`src/rtl/rlh_pkg.sv`:
```
// rlh_pkg: shared types and constants of the RGB/luma histogram block.
// Used by the controller, datapath and top level; no dependencies.
package rlh_pkg;

	localparam int SAMPLE_W = 16;
	localparam int LEVEL_W  = 17;
	localparam int PEAK_W   = 32;

	// item kinds
	localparam logic [1:0] KIND_PIXEL  = 2'd0;
	localparam logic [1:0] KIND_READ   = 2'd1;
	localparam logic [1:0] KIND_CLEAR  = 2'd2;
	localparam logic [1:0] KIND_UNUSED = 2'd3;

	// register indexes
	localparam logic CFG_SAMPLE_DEPTH = 1'b0;
	localparam logic CFG_COLOR_LAYOUT = 1'b1;

	// BT.601 luma weights, Q0.16
	localparam logic [15:0] W_RED   = 16'd19595;
	localparam logic [15:0] W_GREEN = 16'd38470;
	localparam logic [15:0] W_BLUE  = 16'd7471;

	// controller to datapath commands
	typedef struct packed {
		logic load;      // latch the input word
		logic prep;      // form bin addresses and range flags
		logic mem_rd;    // read all four bin memories
		logic mem_inc;   // write back incremented counts, update peak
		logic clr;       // zero one row of every memory
		logic div_start; // start the level divider
		logic out_load;  // load the result registers
	} cmd_t;

	// datapath to controller status
	typedef struct packed {
		logic clr_last;
		logic div_done;
	} sts_t;

endpackage

```
`src/rtl/rlh_ctrl.sv`:
```
// rlh_ctrl: sequencer for pixel, read and clear words, and the output valid.
// Issues rlh_pkg::cmd_t to rlh_datapath. Depends on rlh_pkg.
module rlh_ctrl (
	input  logic          clk,
	input  logic          arst_n,
	input  logic          in_valid,
	input  logic [1:0]    kind,
	output logic          in_stall,
	output logic          out_valid,
	input  logic          out_stall,
	output rlh_pkg::cmd_t cmd,
	input  rlh_pkg::sts_t sts
);

	localparam logic [2:0] S_IDLE = 3'd0;
	localparam logic [2:0] S_PREP = 3'd1;
	localparam logic [2:0] S_RD   = 3'd2;
	localparam logic [2:0] S_INC  = 3'd3;
	localparam logic [2:0] S_DIV0 = 3'd4;
	localparam logic [2:0] S_DIV  = 3'd5;
	localparam logic [2:0] S_PUT  = 3'd6;
	localparam logic [2:0] S_CLR  = 3'd7;

	logic [2:0] state_q, state_nx;
	logic       is_pix_q;
	logic       out_valid_q;
	logic       take;
	logic       out_free;

	assign in_stall  = state_q != S_IDLE;
	assign take      = in_valid && !in_stall;
	assign out_free  = !out_valid_q || !out_stall;
	assign out_valid = out_valid_q;

	// next state and commands
	always_comb begin
		state_nx = state_q;
		cmd      = '0;
		unique case (state_q)
			S_IDLE: begin
				if (take) begin
					unique case (kind) inside
						rlh_pkg::KIND_PIXEL, rlh_pkg::KIND_READ: begin
							cmd.load = 1'b1;
							state_nx = S_PREP;
						end
						rlh_pkg::KIND_CLEAR: state_nx = S_CLR;
						default: state_nx = S_IDLE;
					endcase
				end
			end
			S_PREP: begin
				cmd.prep = 1'b1;
				state_nx = S_RD;
			end
			S_RD: begin
				cmd.mem_rd = 1'b1;
				state_nx   = is_pix_q ? S_INC : S_DIV0;
			end
			S_INC: begin
				cmd.mem_inc = 1'b1;
				state_nx    = S_IDLE;
			end
			S_DIV0: begin
				cmd.div_start = 1'b1;
				state_nx      = S_DIV;
			end
			S_DIV: begin
				if (sts.div_done) begin
					if (out_free) begin
						cmd.out_load = 1'b1;
						state_nx     = S_IDLE;
					end else begin
						state_nx = S_PUT;
					end
				end
			end
			S_PUT: begin
				if (out_free) begin
					cmd.out_load = 1'b1;
					state_nx     = S_IDLE;
				end
			end
			S_CLR: begin
				cmd.clr = 1'b1;
				if (sts.clr_last)
					state_nx = S_IDLE;
			end
			default: state_nx = S_IDLE;
		endcase
	end

	// S_PUT waits for the output register; the divider holds its quotient once
	// done, and no new start is issued before the result is loaded.
	always_ff @(posedge clk or negedge arst_n) begin
		if (!arst_n) begin
			state_q     <= S_CLR;
			is_pix_q    <= 1'b0;
			out_valid_q <= 1'b0;
		end else begin
			state_q <= state_nx;
			if (cmd.load)
				is_pix_q <= kind == rlh_pkg::KIND_PIXEL;
			if (cmd.out_load)
				out_valid_q <= 1'b1;
			else if (!out_stall)
				out_valid_q <= 1'b0;
		end
	end

	// checks
	a_load_free: assert property (@(posedge clk) disable iff (!arst_n)
		cmd.out_load |-> out_free)
		else $error("result loaded over an unaccepted word");
	a_inc_after_rd: assert property (@(posedge clk) disable iff (!arst_n)
		cmd.mem_inc |-> $past(cmd.mem_rd))
		else $error("bin write without preceding read");
	a_div_after_start: assert property (@(posedge clk) disable iff (!arst_n)
		cmd.div_start |=> state_q == S_DIV)
		else $error("divider started outside the divide sequence");
	a_no_take_busy: assert property (@(posedge clk) disable iff (!arst_n)
		(state_q == S_CLR) |-> !cmd.load)
		else $error("word loaded during clear sweep");

endmodule

```
`config.mk`:
```
export PLATFORM = sky130hd
export DESIGN_NAME = rlh_ctrl
export DESIGN_NICKNAME = d
export VERILOG_FILES = /design/src/rtl/rlh_pkg.sv /design/src/rtl/rlh_ctrl.sv
export SDC_FILE = /design/constraint.sdc
export NUM_CORES = 1
export LEC_CHECK = 0
export BUFFER_PORTS_ARGS = -buffer_cell sky130_fd_sc_hd__buf_4
export CORE_ASPECT_RATIO = 1.2
export CORE_MARGIN = 4
export CORE_UTILIZATION = 25
export DETAILED_ROUTE_END_ITERATION = 10
export PLACE_DENSITY = 0.49
export SETUP_SLACK_MARGIN = 0.2
export SYNTH_ARGS = -nofsm -noshare
export SYNTH_HDL_FRONTEND = slang
export SYNTH_SLANG_ARGS = --single-unit
export TNS_END_PERCENT = 5
```
`constraint.sdc`:
```
create_clock -name clk -period 2 [get_ports clk]
set_input_delay 0.3 -clock clk [delete_from_list [all_inputs] [get_ports clk]]
set_output_delay 0.3 -clock clk [all_outputs]
set_load 0.05 [all_outputs]
```
==> After elaboration in Yosys (flattened, before gate mapping) <==
Cells that the tools add are included.
{ "word_totals": {"regBits": 5, "in_bits": 8, "out_inout_bits": 9, "wordCells": 48} }
{ "classes": {"n_eq_ne": 14, "mux": 21, "n_reduce_logical": 10} }
{ "ops": {"columns": ["operator", "count"], "rows": [
  ["3-bit one-hot mux with 8 select lines", 1],
  ["3-bit 2-to-1 mux", 6],
  ["3-bit == test (second input constant)", 4],
  ["1-bit 2-to-1 mux", 12],
  ["2-bit inequality test (second input constant)", 4],
  ["3-bit by 2-bit == test with 1-bit output (second input constant)", 2],
  ["3-bit one-hot mux with 2 select lines", 1],
  ["4-bit AND reduction", 1],
  ["3-bit by 1-bit == test with 1-bit output (second input constant)", 1],
  ["1-bit zero test", 3],
  ["3-bit zero test", 1],
  ["3-bit nonzero test", 1],
  ["2-bit by 1-bit == test with 1-bit output (second input constant)", 1],
  ["2-bit == test (second input constant)", 1],
  ["2-bit zero test", 1],
  ["2-bit by 1-bit inequality test with 1-bit output (second input constant)", 1],
  ["1-bit one-hot mux with 2 select lines", 1],
  ["2-bit OR reduction", 1],
  ["1-bit logical AND", 1],
  ["1-bit logical OR", 1]
]} }

==> Longest topological paths before layout <==
{ "depth": {"depth_word": 6, "ltp_mapped": 5, "ltp_nobuf": 3} }

==> Worst setup path before layout <==
OpenSTA, ideal clock, no wires.
{ "synth_path": {"path_type": "register to output", "from": "reg state_q[0]", "to": "out cmd[3] (netlist bit)", "arrival_time_ns": 1.991, "required_time_ns": 1.700, "slack_ns": -0.291, "path_stages_with_launch": 3, "path_buffers": 1, "cell_sequence": "dfstp_2 -> clkbuf_1 -> nor3b_1"} }
{ "synth_rtl": {"columns": ["item", "line", "rtl"], "rows": [
  ["start, declared", "rlh_ctrl.sv:24", "logic [2:0] state_q, state_nx;"],
  ["start signal, assigned", "rlh_ctrl.sv:101", "state_q <= state_nx;"],
  ["end, declared", "rlh_ctrl.sv:11", "output rlh_pkg::cmd_t cmd,"]
]} }

==> reports/summary.txt <==
status: finished clean
DRT antenna net count: 0
top_reg_cell synth: dfstp_2
vias in the first global route: 481
Placed Cells incl. Taps: 83
Crit Path Max Fanout: 18
IO Pins: 17
Syn Std Cell Area: 440 sq um
WL final: 1.17 mm
CP Capture Type: primary output
CTS H-tree lvls: 1
Max-Cap Viols: 0
Slew Limit Fails: 0
post-synth cell types: 30
Area after DPL: 574 sq um
clock buffer depth: 2
total CTS buffers: 3
Slowest-stage cell, CP: dfstp_4
DRT iter0 DRCs: 8
final hold violations: 0
yosys warns: 0
# setup viols final: 0
Avg WL per Cell: 12.4 um
Gate Count Post-Synth: 53
fraction of layout cells with a size suffix above 1: 44.7%
CP Buf/Inv Count: 1
GR peak layer: met2
Die Ht: 54.0 um
total grt overflow: 0
design area: 676 sq um
Max Clk Rate: 586 MHz
Mapped Nets: 61
CP delay by family, top: flip-flops
DRT Pass-1 Iters: 4
Crit Path Category: register to primary output
asr flop ratio synth: 100%
Period Utilization, post-route: 85.3%
min cycle time layout: 1.71 ns
Filler cells: 177
register area share after synthesis: 29.3%
mean area per synthesized cell: 8.31 sq um
CTS tree: done
gp weighted congestion: 0.693
fin nets: 85
largest net degree at the start of global routing: 19
Ant. Diodes: 0
PD cells: 1790 mW/mm^2
Die Width: 46.3 um
gr usage total: 10.4%
skew final: 0.00492 ns
#FFs+latches synth: 5
Critical Path RT: 1.70 ns
CP max stage delay: 0.72 ns
Worst Hold Class: input port to register
critical-path cell list: nor2_1 > and3_1 > buf_4
clk slew on worst S/H paths: 0.04 ns
met3 Track Usage GR: 2.34%
CORE AREA: 0.00164 sq mm
vias per inst: 5.26
setup TNS: 0 ns
RSZ-0062 raised after global routing: false
arrival time worst endpoint: 1.41 ns
headroom to the max-slew limit: 85.7%
maximum vdd drop: 512 uV
Port Buffers: 16
slew of the pin with the lowest slew margin: 0.213 ns
number of synthesized flops with an enable pin: 0
Static Leak: 0.307 nW
TritonCTS Sinks: 5
clk_lat worst skew: 0.23 ns
M1 GR Usage: 11.7%
DRC: 0
row cnt: 16
Die Area: 0.00250 sq mm
met2 usage: 17.4%
Non-Filler Instances: 94
initial antenna violation count: 0
clock root buffer: clkbuf_4
P&R area growth vs syn: 53.4%
Setup crit start kind: register
Starting Density: 26.8%
DR vias: 494
first-pass GRT wire length: 1.90 mm
routing by layer:
metal  up-vias  share of wire [%]
met1       235                 42
met5         -                  0
met3         2                5.0
met2        16                 51
met4         0                1.4
li1        241                  -
cell usage after synthesis, types with 2 or more instances:
cell type | instances | area, sq um
a21oi_1 | 4 | 20.0
and3_1 | 2 | 12.5
clkbuf_1 | 2 | 7.51
dfrtp_1 | 2 | 50.1
dfstp_2 | 3 | 78.8
inv_1 | 2 | 7.51
mux2i_1 | 2 | 20.0
nand2_1 | 5 | 18.8
nand2b_1 | 2 | 12.5
nand3b_1 | 4 | 30.0
nand4_1 | 2 | 12.5
nor2_1 | 3 | 11.3
nor3b_1 | 3 | 22.5
power breakdown:
| part | total, mW | internal [mW] | switching [mW] | leakage, nW |
|---|---|---|---|---|
| Sequential | 0.294 | 0.183 | 0.111 | 0.0564 |
| Combinational | 0.802 | 0.351 | 0.451 | 0.236 |
| Clock | 0.110 | 0.0750 | 0.0354 | 0.0150 |
| Total | 1.21 | 0.609 | 0.598 | 0.307 |
area by class of cell:
| cell class | count | area, sq um | share of cell area, % |
|---|---|---|---|
| multi-input combinational | 42 | 299 | 44.3 |
| timing repair buffer | 23 | 188 | 27.8 |
| sequential | 5 | 133 | 19.6 |
| clock buffer | 4 | 26.3 | 3.89 |
| tap | 18 | 22.5 | 3.33 |
| inverter | 2 | 7.51 | 1.11 |
through the flow:
| step | power (mW) | utilization (%) | hold slack (ns) | setup slack (ns) |
|---|---|---|---|---|
| finish | 1.21 | 41.2 | 0.295 | 0.294 |
| global route | 1.29 | 41.2 | 0.285 | 0.210 |
| CTS | 1.20 | 40.7 | 0.288 | 0.223 |
| detailed placement | 0.970 | 35.0 | 0.104 | 0.360 |
| global placement | 0.980 | 35.0 | 0.103 | 0.377 |
| floorplan | 0.810 | - | 0.00441 | -0.168 |
sequential cells by signal, indices dropped and copies added (netlist names):
| name | cells |
|---|---|
| out_valid | 1 |
| is_pix_q | 1 |
| state_q | 3 |
logic make-up (layout without fill, tap and decap cells):
group | after synthesis | in the layout | synth area share, %
AO/OA/AOI/OAI | 12 | 12 | 19.6
buffers and inverters | 6 | 29 | 7.10
flip-flops | 5 | 5 | 29.3
multiplexers | 2 | 2 | 4.55
AND/OR/NAND/NOR | 28 | 28 | 39.5
final timing paths:
check | startpoint | endpoint | slack, ns | depth (start not counted)
max | state_q[2] | cmd[6] | 0.29 | 3
min | kind[0] | is_pix_q | 0.30 | 2
max reg2reg | state_q[2] | state_q[1] | 0.49 | 3
min reg2reg | out_valid | out_valid | 0.60 | 2
max in group asynchronous | arst_n | state_q[0] | 1.40 | 2
min in group asynchronous | arst_n | out_valid | 0.40 | 2
timing repair:
action                                  CTS  global route
hold buffers                              1             0
endpoints found under the setup margin    1             2
setup buffers                             6             0
gates resized for setup                   0             3
hold endpoints to repair                  2             0
worst reg2reg max path: cells and delay by family (launching register included):
kind	cells	cell delay [ns]
flops	1	0.53
compound gates	2	0.50
simple gates	1	0.40
placed cells by master (no fill, tap or decap), types with 2 or more instances in the layout:
cell	n
nand2_1	5
nand3b_1	4
dfrtp_1	2
nand4_1	2
clkbuf_4	3
inv_1	2
nor3b_2	3
a21oi_1	4
nand2b_1	2
and3_1	2
mux2i_1	2
nor2_1	3
buf_4	21
dfstp_2	2
Power figures use the tool's default switching activity.
